$ cat src/hdl/lcdc_pkg.sv
// ----------------------------------------------------------------------------
// lcdc_pkg
// Types, codes and tables shared by the 4-bit character LCD controller and
// its checker.
// ----------------------------------------------------------------------------
package lcdc_pkg;

   // Display grid
   localparam int ROWS = 4;
   localparam int COLS = 20;

   // Request type codes
   localparam logic [2:0] REQ_TICK   = 3'd0;
   localparam logic [2:0] REQ_INIT   = 3'd1;
   localparam logic [2:0] REQ_CMD    = 3'd2;
   localparam logic [2:0] REQ_DATA   = 3'd3;
   localparam logic [2:0] REQ_CURSOR = 3'd4;

   // Configuration register indexes
   localparam logic [2:0] CSR_SETUP_TICKS    = 3'd0;
   localparam logic [2:0] CSR_PULSE_TICKS    = 3'd1;
   localparam logic [2:0] CSR_SETTLE_TICKS   = 3'd2;
   localparam logic [2:0] CSR_LONG_CMD_TICKS = 3'd3;
   localparam logic [2:0] CSR_POWER_ON_TICKS = 3'd4;
   localparam logic [2:0] CSR_INIT_GAP_LONG  = 3'd5;
   localparam logic [2:0] CSR_INIT_GAP_SHORT = 3'd6;
   localparam logic [2:0] CSR_TRANSLATE_MODE = 3'd7;

   // Init sequence bytes and nibbles
   localparam logic [3:0] NIB_WAKE        = 4'h3;
   localparam logic [3:0] NIB_4BIT        = 4'h2;
   localparam logic [7:0] CMD_FUNC_4BIT   = 8'h28;
   localparam logic [7:0] CMD_DISPLAY_OFF = 8'h08;
   localparam logic [7:0] CMD_CLEAR       = 8'h01;
   localparam logic [7:0] CMD_ENTRY_MODE  = 8'h06;
   localparam logic [7:0] CMD_DISPLAY_ON  = 8'h0C;
   localparam logic [7:0] CMD_LONG_MAX    = 8'h03;
   localparam logic [7:0] CMD_SET_DDRAM   = 8'h80;
   localparam logic [7:0] ROW_ODD_OFFSET  = 8'h40;

   // Init step numbering: nibbles, then commands
   localparam logic [3:0] INIT_NONE      = 4'd0;
   localparam logic [3:0] INIT_NIB_FIRST = 4'd1;
   localparam logic [3:0] INIT_NIB_LAST  = 4'd4;
   localparam logic [3:0] INIT_CMD_FIRST = 4'd5;
   localparam logic [3:0] INIT_CMD_LAST  = 4'd9;

   // Win-1251 translation
   localparam logic [7:0] CP_CYR_FIRST = 8'hC0;
   localparam logic [7:0] CP_DEGREE    = 8'hB0;
   localparam logic [7:0] ROM_DEGREE   = 8'hDF;

   localparam logic [7:0] CYR_MAP [64] = '{
      8'h41, 8'hA0, 8'h42, 8'hA1, 8'hE0, 8'h45, 8'hA3, 8'hA4,
      8'hA5, 8'hA6, 8'h4B, 8'hA7, 8'h4D, 8'h48, 8'h4F, 8'hA8,
      8'h50, 8'h43, 8'h54, 8'hA9, 8'hAA, 8'h58, 8'hE1, 8'hAB,
      8'hAC, 8'hE2, 8'hAD, 8'hAE, 8'hAF, 8'hB0, 8'hB1, 8'hA2,
      8'h61, 8'hB2, 8'hB3, 8'hB4, 8'hE3, 8'h65, 8'hB6, 8'hB7,
      8'hB8, 8'hB9, 8'hBA, 8'hBB, 8'hBC, 8'hBD, 8'h6F, 8'hBE,
      8'h70, 8'h63, 8'hBF, 8'h79, 8'hE4, 8'h78, 8'hE5, 8'hC0,
      8'hC1, 8'hE6, 8'hC2, 8'hC3, 8'hC4, 8'hC5, 8'hC6, 8'hC7
   };

   typedef enum logic [2:0] {
      PH_IDLE,
      PH_POWER,
      PH_SETUP,
      PH_PULSE,
      PH_SETTLE,
      PH_GAP
   } lcdc_phase_type;

   typedef struct packed {
      logic [2:0] req_type;
      logic [7:0] value;
      logic [7:0] row;
      logic [7:0] col;
   } lcdc_req_type;

   typedef struct packed {
      logic       pin_rs;
      logic       pin_enable;
      logic [3:0] pin_data;
      logic       busy_res;
      logic       accepted;
   } lcdc_rsp_type;

   typedef struct packed {
      logic [7:0]  setup_ticks;
      logic [7:0]  pulse_ticks;
      logic [9:0]  settle_ticks;
      logic [15:0] long_cmd_ticks;
      logic [15:0] power_on_ticks;
      logic [15:0] init_gap_long;
      logic [9:0]  init_gap_short;
      logic        translate_mode;
   } lcdc_cfg_type;

   typedef struct packed {
      lcdc_phase_type phase;
      logic [15:0]    wait_count;
      logic [7:0]     held_byte;
      logic           held_rs;
      logic           low_pending;
      logic [3:0]     init_step;
      logic           long_pending;
      logic           enable_level;
      logic [3:0]     data_lines;
   } lcdc_state_type;

   // Nibble of an init step in the nibble range
   function automatic logic [3:0] init_nibble(input logic [3:0] step);
      return (step == INIT_NIB_LAST) ? NIB_4BIT : NIB_WAKE;
   endfunction

   // Command byte of an init step in the command range
   function automatic logic [7:0] init_cmd(input logic [3:0] step);
      logic [7:0] b;
      unique case (step)
         4'd5:    b = CMD_FUNC_4BIT;
         4'd6:    b = CMD_DISPLAY_OFF;
         4'd7:    b = CMD_CLEAR;
         4'd8:    b = CMD_ENTRY_MODE;
         default: b = CMD_DISPLAY_ON;
      endcase
      return b;
   endfunction

   // Win-1251 to LCD ROM code
   function automatic logic [7:0] translate_char(input logic [7:0] ch);
      logic [7:0] r;
      r = ch;
      if (ch >= CP_CYR_FIRST) begin
         r = CYR_MAP[ch[5:0]];
      end else if (ch == CP_DEGREE) begin
         r = ROM_DEGREE;
      end
      return r;
   endfunction

   // Start one nibble: data out, E low, setup count
   function automatic lcdc_state_type begin_nibble(input lcdc_state_type st,
                                                   input logic [3:0] nib,
                                                   input logic [7:0] setup);
      lcdc_state_type s;
      s = st;
      s.data_lines   = nib;
      s.enable_level = 1'b0;
      s.phase        = PH_SETUP;
      s.wait_count   = {8'd0, setup};
      return s;
   endfunction

   // Latch a byte and start its high nibble
   function automatic lcdc_state_type begin_byte(input lcdc_state_type st,
                                                 input logic [7:0] b,
                                                 input logic rs,
                                                 input logic [7:0] setup);
      lcdc_state_type s;
      s = st;
      s.held_byte    = b;
      s.held_rs      = rs;
      s.low_pending  = 1'b1;
      s.long_pending = !rs && (b <= CMD_LONG_MAX);
      return begin_nibble(s, b[7:4], setup);
   endfunction

endpackage

$ cat src/hdl/char_lcd_nibble_controller_top.sv
// ----------------------------------------------------------------------------
// char_lcd_nibble_controller_top
// Character LCD controller for a 4-bit HD44780-style bus, driven by ticks.
// ----------------------------------------------------------------------------
// Usage:
//  Request channel (req_valid/req_stall/req_data) carries one item per
//  request: a 1 us tick, init, command byte, data character or set cursor.
//  Ticks advance the running sequence; other items leave time standing.
//  A request of types init..cursor arriving while busy is dropped with
//  accepted = 0.
//  Response channel (rsp_valid/rsp_stall/rsp_data) returns exactly one
//  response per request: the pin levels and busy flag after that request.
//  Each response is registered; one request is taken per cycle while
//  req_stall is low, since each one is a single update of the sequencer registers.
//  Results pass through an output register and a skid register, so a stall
//  on the response side is felt at req_stall only once both are full.
//  Configuration writes (csr_*) are registered and apply to the next
//  count that is loaded; write them while the block is idle.
//  Synchronous reset loads the register defaults, idles the sequencer with
//  all lines low and empties the response buffer.
// ----------------------------------------------------------------------------
module char_lcd_nibble_controller_top
   import lcdc_pkg::*;
(
   input  logic         clock,
   input  logic         reset,
   // request channel
   input  logic         req_valid,
   output logic         req_stall,
   input  lcdc_req_type req_data,
   // response channel
   output logic         rsp_valid,
   input  logic         rsp_stall,
   output lcdc_rsp_type rsp_data,
   // configuration
   input  logic         csr_write,
   input  logic [2:0]   csr_index,
   input  logic [15:0]  csr_wdata
);

   lcdc_cfg_type   cfg_ff;
   lcdc_state_type st_ff, st_in;
   lcdc_rsp_type   out_ff, skid_ff, rsp_in;
   logic           out_valid_ff, skid_valid_ff;
   logic           push, take, acc;
   logic [7:0]     row_cl, col_cl, row_off, cur_addr;

   // End of a byte: next init command or back to idle
   function automatic lcdc_state_type finish_byte(input lcdc_state_type st,
                                                  input lcdc_cfg_type cfg);
      lcdc_state_type s;
      s = st;
      if (st.init_step >= INIT_CMD_FIRST && st.init_step < INIT_CMD_LAST) begin
         s.init_step = st.init_step + 4'd1;
         s = begin_byte(s, init_cmd(s.init_step), 1'b0, cfg.setup_ticks);
      end else begin
         s.init_step    = INIT_NONE;
         s.phase        = PH_IDLE;
         s.enable_level = 1'b0;
         s.wait_count   = 16'd0;
      end
      return s;
   endfunction

   // A timed stage ran out
   function automatic lcdc_state_type stage_done(input lcdc_state_type st,
                                                 input lcdc_cfg_type cfg);
      lcdc_state_type s;
      logic           in_nib;
      s = st;
      in_nib = (st.init_step >= INIT_NIB_FIRST) && (st.init_step <= INIT_NIB_LAST);
      unique case (st.phase)
         PH_POWER: begin
            s.init_step = INIT_NIB_FIRST;
            s = begin_nibble(s, init_nibble(INIT_NIB_FIRST), cfg.setup_ticks);
         end
         PH_SETUP: begin
            s.enable_level = 1'b1;
            s.phase        = PH_PULSE;
            s.wait_count   = {8'd0, cfg.pulse_ticks};
         end
         PH_PULSE: begin
            s.enable_level = 1'b0;
            s.phase        = PH_SETTLE;
            s.wait_count   = {6'd0, cfg.settle_ticks};
         end
         PH_SETTLE: begin
            priority if (in_nib) begin
               s.phase      = PH_GAP;
               s.wait_count = (st.init_step == INIT_NIB_FIRST) ?
                              cfg.init_gap_long : {6'd0, cfg.init_gap_short};
            end else if (st.low_pending) begin
               s.low_pending = 1'b0;
               s = begin_nibble(s, st.held_byte[3:0], cfg.setup_ticks);
            end else if (st.long_pending) begin
               s.long_pending = 1'b0;
               s.phase        = PH_GAP;
               s.wait_count   = cfg.long_cmd_ticks;
            end else begin
               s = finish_byte(st, cfg);
            end
         end
         PH_GAP: begin
            if (in_nib) begin
               s.init_step = st.init_step + 4'd1;
               if (s.init_step <= INIT_NIB_LAST) begin
                  s = begin_nibble(s, init_nibble(s.init_step), cfg.setup_ticks);
               end else begin
                  s = begin_byte(s, init_cmd(INIT_CMD_FIRST), 1'b0, cfg.setup_ticks);
               end
            end else begin
               s = finish_byte(st, cfg);
            end
         end
         default: s.phase = PH_IDLE;
      endcase
      return s;
   endfunction

   // Handshakes
   assign push      = req_valid && !req_stall;
   assign take      = out_valid_ff && !rsp_stall;
   assign req_stall = skid_valid_ff;
   assign rsp_valid = out_valid_ff;
   assign rsp_data  = out_ff;

   // Cursor address: clamp, then row offset plus column
   always_comb begin
      row_cl   = (req_data.row >= 8'(ROWS)) ? 8'(ROWS - 1) : req_data.row;
      col_cl   = (req_data.col >= 8'(COLS)) ? 8'(COLS - 1) : req_data.col;
      row_off  = (row_cl[0] ? ROW_ODD_OFFSET : 8'd0) +
                 ((row_cl >= 8'd2) ? 8'(COLS) : 8'd0);
      cur_addr = CMD_SET_DDRAM | (row_off + col_cl);
   end

   // Sequencer next state
   always_comb begin
      st_in = st_ff;
      acc   = 1'b0;
      if (push) begin
         priority if (req_data.req_type == REQ_TICK) begin
            if (st_ff.phase != PH_IDLE) begin
               if (st_ff.wait_count <= 16'd1) begin
                  st_in = stage_done(st_ff, cfg_ff);
               end else begin
                  st_in.wait_count = st_ff.wait_count - 16'd1;
               end
            end
         end else if (req_data.req_type <= REQ_CURSOR && st_ff.phase == PH_IDLE) begin
            acc = 1'b1;
            priority if (req_data.req_type == REQ_INIT) begin
               st_in.held_rs      = 1'b0;
               st_in.data_lines   = 4'd0;
               st_in.enable_level = 1'b0;
               st_in.low_pending  = 1'b0;
               st_in.long_pending = 1'b0;
               st_in.init_step    = INIT_NONE;
               st_in.phase        = PH_POWER;
               st_in.wait_count   = cfg_ff.power_on_ticks;
            end else if (req_data.req_type == REQ_CMD) begin
               st_in = begin_byte(st_ff, req_data.value, 1'b0, cfg_ff.setup_ticks);
            end else if (req_data.req_type == REQ_DATA) begin
               st_in = begin_byte(st_ff,
                                  cfg_ff.translate_mode ?
                                  translate_char(req_data.value) : req_data.value,
                                  1'b1, cfg_ff.setup_ticks);
            end else begin
               st_in = begin_byte(st_ff, cur_addr, 1'b0, cfg_ff.setup_ticks);
            end
         end else begin
            acc = 1'b0;
         end
      end
   end

   // Response built from the state after this request
   always_comb begin
      rsp_in.pin_rs     = st_in.held_rs;
      rsp_in.pin_enable = st_in.enable_level;
      rsp_in.pin_data   = st_in.data_lines;
      rsp_in.busy_res   = (st_in.phase != PH_IDLE);
      rsp_in.accepted   = acc;
   end

   // Sequencer state
   always_ff @(posedge clock) begin
      if (reset) begin
         st_ff <= '{phase: PH_IDLE, default: '0};
      end else begin
         st_ff <= st_in;
      end
   end

   // Configuration registers
   always_ff @(posedge clock) begin
      if (reset) begin
         cfg_ff.setup_ticks    <= 8'd2;
         cfg_ff.pulse_ticks    <= 8'd2;
         cfg_ff.settle_ticks   <= 10'd100;
         cfg_ff.long_cmd_ticks <= 16'd2000;
         cfg_ff.power_on_ticks <= 16'd50000;
         cfg_ff.init_gap_long  <= 16'd5000;
         cfg_ff.init_gap_short <= 10'd200;
         cfg_ff.translate_mode <= 1'b0;
      end else if (csr_write) begin
         unique case (csr_index)
            CSR_SETUP_TICKS:    cfg_ff.setup_ticks    <= csr_wdata[7:0];
            CSR_PULSE_TICKS:    cfg_ff.pulse_ticks    <= csr_wdata[7:0];
            CSR_SETTLE_TICKS:   cfg_ff.settle_ticks   <= csr_wdata[9:0];
            CSR_LONG_CMD_TICKS: cfg_ff.long_cmd_ticks <= csr_wdata;
            CSR_POWER_ON_TICKS: cfg_ff.power_on_ticks <= csr_wdata;
            CSR_INIT_GAP_LONG:  cfg_ff.init_gap_long  <= csr_wdata;
            CSR_INIT_GAP_SHORT: cfg_ff.init_gap_short <= csr_wdata[9:0];
            CSR_TRANSLATE_MODE: cfg_ff.translate_mode <= csr_wdata[0];
            default:            cfg_ff.translate_mode <= cfg_ff.translate_mode;
         endcase
      end
   end

   // Output and skid valid flags
   always_ff @(posedge clock) begin
      if (reset) begin
         out_valid_ff  <= 1'b0;
         skid_valid_ff <= 1'b0;
      end else if (take) begin
         if (skid_valid_ff) begin
            skid_valid_ff <= 1'b0;
         end else begin
            out_valid_ff <= push;
         end
      end else if (push) begin
         if (out_valid_ff) begin
            skid_valid_ff <= 1'b1;
         end else begin
            out_valid_ff <= 1'b1;
         end
      end
   end

   // Output and skid payload
   always_ff @(posedge clock) begin
      if (take) begin
         if (skid_valid_ff) begin
            out_ff <= skid_ff;
         end else if (push) begin
            out_ff <= rsp_in;
         end
      end else if (push) begin
         if (out_valid_ff) begin
            skid_ff <= rsp_in;
         end else begin
            out_ff <= rsp_in;
         end
      end
   end

endmodule

$ cat config.mk
export PLATFORM = sky130hd
export DESIGN_NAME = char_lcd_nibble_controller_top
export DESIGN_NICKNAME = d
export VERILOG_FILES = /design/src/hdl/lcdc_pkg.sv /design/src/hdl/char_lcd_nibble_controller_top.sv
export SDC_FILE = /design/constraint.sdc
export NUM_CORES = 1
export LEC_CHECK = 0
export ABC_AREA = 0
export BUFFER_PORTS_ARGS = -buffer_cell sky130_fd_sc_hd__buf_2
export CAP_MARGIN = 20
export CORE_UTILIZATION = 55
export CTS_CLUSTER_SIZE = 30
export DETAILED_ROUTE_END_ITERATION = 8
export PLACE_DENSITY = 0.74
export SYNTH_ARGS = -nofsm -noshare
export SYNTH_HDL_FRONTEND = slang
export SYNTH_SLANG_ARGS = --single-unit
$ cat constraint.sdc
create_clock -name clock -period 3 [get_ports clock]
set_input_delay 0.3 -clock clock [delete_from_list [all_inputs] [get_ports clock]]
set_output_delay 0.3 -clock clock [all_outputs]
set_load 0.05 [all_outputs]
==> qor.yml, run 1 <==
run_status: "finished clean"
p_per_area_nw_per_um2: 518
count_of_final_max_slew_check_failures: 0
crit_path_max_fanout: 6
drt_iter0_drc: 721
p_sw_frac: 0.306
std_cell_rows: 45
max_slew.worst_pin.slew_ps: 1040
dpl_worst_slack_ps: 254
place_congestion: 0.925
timing.critical_path.slowest_stage_cell: "sky130_fd_sc_hd__dfxtp_1"
synth.yosys.seq_area_share: 0.335
synth.ff_latch_count: 138
insertion_delay_ps: 420
crit_path_end_kind: "flip-flop"
switching_power_mw: 1.58
grt_pass1_vias: 8253
grt_pass1_wl_um: 41700
reg_power_frac: 0.392
antenna_diode_count: 0
pwr-share-comb: 0.203
synth-main-ff-cell: "sky130_fd_sc_hd__dfxtp_1"
maxSlewHeadroom: 0.309
antenna_found_initial: 0
clock_tree.htree_level_count: 4
final_min_period_over_clock_period: 0.885
holdBufCountCts: 0
max-vdd-ir-drop_mv: 0.499
worst-path-buf-inv: 1
maxCapViolCount: 0
vias: 8885
clock_skew_ps: 8.31
die-area_um2: 16400
drt-wirelength-per-cell_um: 18.2
setup_tns_ps: 0
dpl.hpwl_um: 18100
async_flop_share: 0
globalRouteTotalUtil: 0.323
cts_sinks: 138
synth_warnings: 0
die-height_um: 128
hold_viol: 0
drt-total-wl_um: 25700
worstPathArrival_ps: 2830
finalInstanceArea_um2: 9970
avgViaCountPerCell: 6.29
final_worst_path_setup_slack_ps: 346
ctsResizeCount: 0
io_buf_count: 60
nets: 1258
number_of_top_level_pins: 61
crit_path_cell_trace: "inv_1, ha_1, and3b_1, a32oi_1, a21oi_1, o31ai_1, nand4_1, mux2_2"
drt-pass1-iter-count: 5
remaining_overflow_grt: 0
cts.path.max_buffers: 2
crit_family: "compound AO/OA/AOI/OAI gates"
mappedNetlistArea_um2: 8720
flow.area_growth_from_synthesis_pct: 14.3
hold_path.class: "in2reg"
path_clk_slew_ps: 60
post_syn_nets: 1200
die_width_um: 128
drt.antenna.violating_nets: 0
post_cts_buffers: 0
final_layout_size_suffix_gt1_frac: 0.154
cp_required_ps: 3170
fin_cells: 1413
clkPwrFrac: 0.405
tritoncts: "built"
setup.worst_path.class: "reg2reg"
cts_buffers: 17
critical-path-max-stage-delay_ps: 400
filler_cell_count: 1413
crit_path_start_kind: "flip-flop"
synth.distinct_cells: 90
max_freq_mhz: 377
grt_max_degree: 103
number_of_flops_mapped_to_enable_cells_by_yosys: 16
drc: 0
synthCells: 1131
power_leakage_nw: 3.69
floorplan.initialDensity: 0.570
fin_crit_ps: 2650
grt_setup_unrepaired: "no"
design.core.area_um2: 15300
placed_cell_area_um2: 9380
post_synth.cell_area_avg_um2: 7.71
power_report.internal_total_mw: 3.59
ctsRootBufferMaster: "sky130_fd_sc_hd__clkbuf_16"
numPlacedInstances: 1380
setup_viol: 0
final cells by class:
class / count / area, um^2 / share of cell area
clock buffers: 20 / 447 / 0.0448
clock inverters: 12 / 138 / 0.0138
inverters: 21 / 78.8 / 0.00790
multi-input cells: 896 / 5410 / 0.542
flip-flops and latches: 138 / 2920 / 0.293
well taps: 211 / 264 / 0.0265
repair buffers: 115 / 716 / 0.0718
state kept, by name, summed over array words and instances, names as in the netlist:
register / flops
skid_ff: 8
cfg_ff: 85
rsp_data: 8
req_stall: 1
rsp_valid: 1
st_ff: 35
placed cells by master, fill, tap and decap left out, drive strengths merged, types with 7 or more instances in the layout:
cell type	count
nand2	236
a21oi	125
dfxtp	122
buf	115
nor2	62
o21ai	41
nand3	33
nand3b	30
nor3	27
inv	25
nor2b	24
nand2b	22
mux2i	20
clkbuf	20
nand4	19
ha	18
a311oi	18
edfxtp	16
mux2	13
a211oi	12
o211ai	12
a22oi	9
a31oi	9
xor2	9
nor4	9
a22o	8
nor3b	8
o32ai	7
a32oi	7
and2	7
a2111oi	7
cells in the mapped netlist (11+ instances only):
master	n	area share
sky130_fd_sc_hd__nor3_1	23	0.013
sky130_fd_sc_hd__nand4_1	19	0.014
sky130_fd_sc_hd__clkbuf_1	52	0.022
sky130_fd_sc_hd__nand2b_1	22	0.016
sky130_fd_sc_hd__edfxtp_1	16	0.055
sky130_fd_sc_hd__mux2i_1	20	0.023
sky130_fd_sc_hd__nor2_1	61	0.026
sky130_fd_sc_hd__mux2_2	11	0.014
sky130_fd_sc_hd__a211oi_1	12	0.010
sky130_fd_sc_hd__a311oi_1	16	0.016
sky130_fd_sc_hd__nand3_1	30	0.017
sky130_fd_sc_hd__nor2b_1	24	0.017
sky130_fd_sc_hd__o211ai_1	12	0.010
sky130_fd_sc_hd__a21oi_1	124	0.071
sky130_fd_sc_hd__dfxtp_1	122	0.28
sky130_fd_sc_hd__inv_1	18	0.0077
sky130_fd_sc_hd__nand2_1	236	0.10
sky130_fd_sc_hd__nand3b_1	30	0.026
sky130_fd_sc_hd__o21ai_0	33	0.019
sky130_fd_sc_hd__buf_2	17	0.0098
sky130_fd_sc_hd__ha_1	18	0.026
through the flow:
| step | hold slack [ps] | total power [mW] | util |
|---|---|---|---|
| finish | 120 | 5.17 | 0.651 |
| CTS | 113 | 5.16 | 0.651 |
| global placement | 439 | 3.07 | 0.613 |
| floorplan | 421 | 2.75 | - |
| global route | 125 | 5.36 | 0.651 |
| detailed placement | 446 | 3.08 | 0.613 |
power groups by stage:
stage                     registers (mW)  logic (mW)  clock network, mW
after global routing                2.04        1.13               2.20
final                               2.03        1.05               2.09
after CTS                           2.02        1.03               2.11
after detailed placement            2.06        1.02                  0
after floorplan                     2.09       0.654                  0
after global placement              2.06        1.01                  0
final timing paths:
check | start | to | slack (ps) | cells after the start
worst max-delay path | st_ff[6]$_SDFFE_PP0P_ | rsp_data[1]$_DFFE_PP_ | 350 | 8
worst min-delay path | csr_wdata[10] | cfg_ff[53]$_SDFFE_PP1P_ | 120 | 3
worst max register to register | st_ff[6]$_SDFFE_PP0P_ | rsp_data[1]$_DFFE_PP_ | 350 | 8
worst min register to register | cfg_ff[66]$_SDFFE_PP0P_ | cfg_ff[66]$_SDFFE_PP0P_ | 450 | 2
worst reg2reg max path, stage by stage (launching register included):
cell and delay [ps]:
sky130_fd_sc_hd__dfxtp_1 400, sky130_fd_sc_hd__inv_1 110, sky130_fd_sc_hd__ha_1 260, sky130_fd_sc_hd__and3b_1 210, sky130_fd_sc_hd__a32oi_1 380, sky130_fd_sc_hd__a21oi_1 140
sky130_fd_sc_hd__o31ai_1 390, sky130_fd_sc_hd__nand4_1 220, sky130_fd_sc_hd__mux2_2 310
kinds of logic (layout without fill, tap and decap cells):
group | Yosys count | after routing | synth area share
adders and majority gates | 18 | 18 | 0.0258
xor gates and xnor gates | 13 | 13 | 0.0131
muxes | 33 | 33 | 0.0397
AOI/OAI and AO/OA | 321 | 321 | 0.248
and+or+nand+nor | 511 | 511 | 0.293
buffers and inverters | 97 | 168 | 0.0450
DFF | 138 | 138 | 0.335
per-layer routing:
layer,vias to the layer above,GRT usage,part of all wire
met2,407,0.544,0.48
met1,4154,0.411,0.43
met4,0,0.121,0.026
met3,60,0.0559,0.069
li1,4264,-,-
met5,-,0,0
Power figures use the tool's default switching activity.
==> run 2: changes to the inputs <==
--- a/config.mk
+++ b/config.mk
@@ -8,6 +8,7 @@
 export ABC_AREA = 0
 export BUFFER_PORTS_ARGS = -buffer_cell sky130_fd_sc_hd__buf_2
 export CAP_MARGIN = 20
+export CORE_MARGIN = 2
 export CORE_UTILIZATION = 55
 export CTS_CLUSTER_SIZE = 30
 export DETAILED_ROUTE_END_ITERATION = 8
==> run 2 against run 1 <==
  * Core utilization is 2.0 points lower
  * Final area decreased by 0.51%
  * Final cell count down 0.42%
  * Global-route usage decreased by 1.2 points
  * Worst setup slack worse by 100 ps
==> qor.yml, run 2 (synthesis gave the netlist of run 1 again) <==
run_status: "finished clean"  # unchanged
top_register: "cfg_ff"  # unchanged
drt-wirelength-per-cell_um: 18.3  # was 18.2 um
setup_tns_ps: 0  # unchanged
placed_cell_area_um2: 9310  # was 9380 um^2
max-vdd-ir-drop_mv: 0.401  # was 0.499 mV
design.core.area_um2: 15700  # was 15300 um^2
most-common-layout-cells: "sky130_fd_sc_hd__nand2_1 (236), sky130_fd_sc_hd__a21oi_1 (124), sky130_fd_sc_hd__dfxtp_1 (122)"  # unchanged
p_sw_frac: 0.301  # was 0.306
drt_iter0_drc: 863  # was 721
p_per_area_nw_per_um2: 525  # was 518 nW/um^2
max_freq_mhz: 363  # was 377 MHz
number_of_top_level_pins: 61  # unchanged
count_of_final_max_slew_check_failures: 0  # unchanged
dpl_worst_slack_ps: 228  # was 254 ps
antenna_diode_count: 0  # unchanged
worstReg2RegStart: "st_ff[6]$_SDFFE_PP0P_"  # unchanged
reg2reg_depth: 9  # was 8
die_width_um: 130  # was 128 um
fin_crit_ps: 2750  # was 2650 ps
cts_buffers: 17  # unchanged
final_min_period_over_clock_period: 0.918  # was 0.885
met2_usage: 0.527  # was 0.544
hold_viol: 0  # unchanged
die-height_um: 130  # was 128 um
largest_registers_in_the_final_layout: "cfg_ff (85), st_ff (35)"  # unchanged
pwr-share-comb: 0.193  # was 0.203
setup.worst_path.class: "reg2reg"  # unchanged
drt.antenna.violating_nets: 0  # unchanged
largest_register_ff_count: 85  # unchanged
drt-total-wl_um: 25800  # was 25700 um
final_layout_size_suffix_gt1_frac: 0.147  # was 0.154
p_total_mw: 5.21  # was 5.17 mW
filler_cell_count: 1410  # was 1413
layout_commonest_cell: "sky130_fd_sc_hd__nand2_1"  # unchanged
switching_power_mw: 1.57  # was 1.58 mW
std_cell_rows: 46  # was 45
path_clk_slew_ps: 60  # about the same
clock_skew_ps: 6.81  # was 8.31 ps
io_buf_count: 60  # unchanged
maxCapViolCount: 0  # unchanged
hold_path.class: "in2reg"  # unchanged
globalRouteTotalUtil: 0.311  # was 0.323
holdBufCountCts: 0  # unchanged
ctsResizeCount: 0  # unchanged
post_cts_buffers: 0  # unchanged
avgViaCountPerCell: 6.26  # was 6.29
grt_setup_unrepaired: "no"  # unchanged
max_slew.worst_pin.slew_ps: 1110  # was 1040 ps
cts_sinks: 138  # unchanged
startpoint: "st_ff[6]$_SDFFE_PP0P_"  # unchanged
remaining_overflow_grt: 0  # unchanged
flow.area_growth_from_synthesis_pct: 13.7  # was 14.3%
crit_path_max_fanout: 6  # unchanged
crit_path_end_kind: "flip-flop"  # unchanged
grt.met3_usage: 0.0554  # was 0.0559
grt_pass1_wl_um: 41500  # was 41700 um
tritoncts: "built"  # unchanged
power_report.internal_total_mw: 3.64  # was 3.59 mW
place_congestion: 0.947  # was 0.925
timing.rr.end: "rsp_data[7]$_DFFE_PP_"  # was rsp_data[1]$_DFFE_PP_
busiest_layer: "met2"  # unchanged
clock_tree.htree_level_count: 4  # unchanged
grt_pass1_vias: 8217  # was 8253
cp_required_ps: 3190  # was 3170 ps
power_leakage_nw: 3.65  # was 3.69 nW
insertion_delay_ps: 440  # was 420 ps
holdCritStartpoint: "csr_wdata[15]"  # was csr_wdata[10]
maxSlewHeadroom: 0.260  # was 0.309
reg2reg_setup_slack_ps: 250  # was 350 ps
drt-pass1-iter-count: 7  # was 5
dpl.hpwl_um: 18200  # was 18100 um
setup_viol: 0  # unchanged
crit_path_start_kind: "flip-flop"  # unchanged
antenna_found_initial: 0  # unchanged
finalInstanceArea_um2: 9920  # was 9970 um^2
die-area_um2: 16900  # was 16400 um^2
worstSetupEndpoint: "rsp_data[7]$_DFFE_PP_"  # was rsp_data[1]$_DFFE_PP_
cts.path.max_buffers: 2  # unchanged
floorplan.initialDensity: 0.555  # was 0.570
nets: 1247  # was 1258
drc: 0  # unchanged
worstPathArrival_ps: 2940  # was 2830 ps
grt_max_degree: 109  # was 103
vias: 8803  # was 8885
clkPwrFrac: 0.418  # was 0.405
ctsRootBufferMaster: "sky130_fd_sc_hd__clkbuf_16"  # unchanged
final_worst_path_setup_slack_ps: 246  # was 346 ps
reg_power_frac: 0.389  # was 0.392
globalRouteMet1Util: 0.392  # was 0.411
run 2: how the worst min path moves through the flow:
stage	endpoint	slack [ps]	depth (start not counted)
CTS	cfg_ff[42]$_SDFFE_PP1P_	110	3
finish	cfg_ff[42]$_SDFFE_PP1P_	110	3
global route	cfg_ff[25]$_SDFFE_PP0P_	130	3
detailed placement	cfg_ff[16]$_SDFFE_PP0P_	450	2
floorplan	cfg_ff[14]$_SDFFE_PP1P_	420	2
global placement	cfg_ff[13]$_SDFFE_PP0P_	440	2
run 2: layout make-up:
cell class | count | area (um^2) | area share
Multi-Input combinational cell | 896 | 5410 | 0.545
Inverter | 21 | 78.8 | 0.00795
Sequential cell | 138 | 2920 | 0.295
Tap cell | 216 | 270 | 0.0272
Timing Repair Buffer | 104 | 633 | 0.0638
Clock inverter | 13 | 166 | 0.0168
Clock buffer | 19 | 443 | 0.0446
run 2: routing by layer:
| layer | vias to the layer above | part of all wire |
|---|---|---|
| met2 | 379 | 0.48 |
| li1 | 4222 | - |
| met5 | - | 0 |
| met3 | 69 | 0.065 |
| met1 | 4133 | 0.43 |
| met4 | 0 | 0.031 |
run 2: power groups by stage:
stage	registers, mW	clock network (mW)	logic [mW]
floorplan	2.09	0	0.654
global placement	2.07	0	0.970
detailed placement	2.07	0	0.980
CTS	2.03	2.19	0.987
global route	2.04	2.27	1.10
finish	2.03	2.18	1.00
run 2: worst max-delay path: stages, from the launching register on:
cell,delay [ps]
sky130_fd_sc_hd__dfxtp_1,350
sky130_fd_sc_hd__inv_1,120
sky130_fd_sc_hd__ha_1,270
sky130_fd_sc_hd__nor3b_1,400
sky130_fd_sc_hd__a2111oi_1,110
sky130_fd_sc_hd__buf_4,170
sky130_fd_sc_hd__a2111o_1,400
sky130_fd_sc_hd__a21oi_1,270
sky130_fd_sc_hd__o21ai_1,140
sky130_fd_sc_hd__mux2_2,280
run 2: stage by stage:
stage | std cells | utilization | hold slack (ps)
2_1_floorplan | 1131 | - | 421
3_3_place_gp | 1375 | 0.593 | 439
3_5_place_dp | 1375 | 0.593 | 447
4_1_cts | 1407 | 0.631 | 106
5_1_grt | 1407 | 0.631 | 126
6_report | 1407 | 0.631 | 109
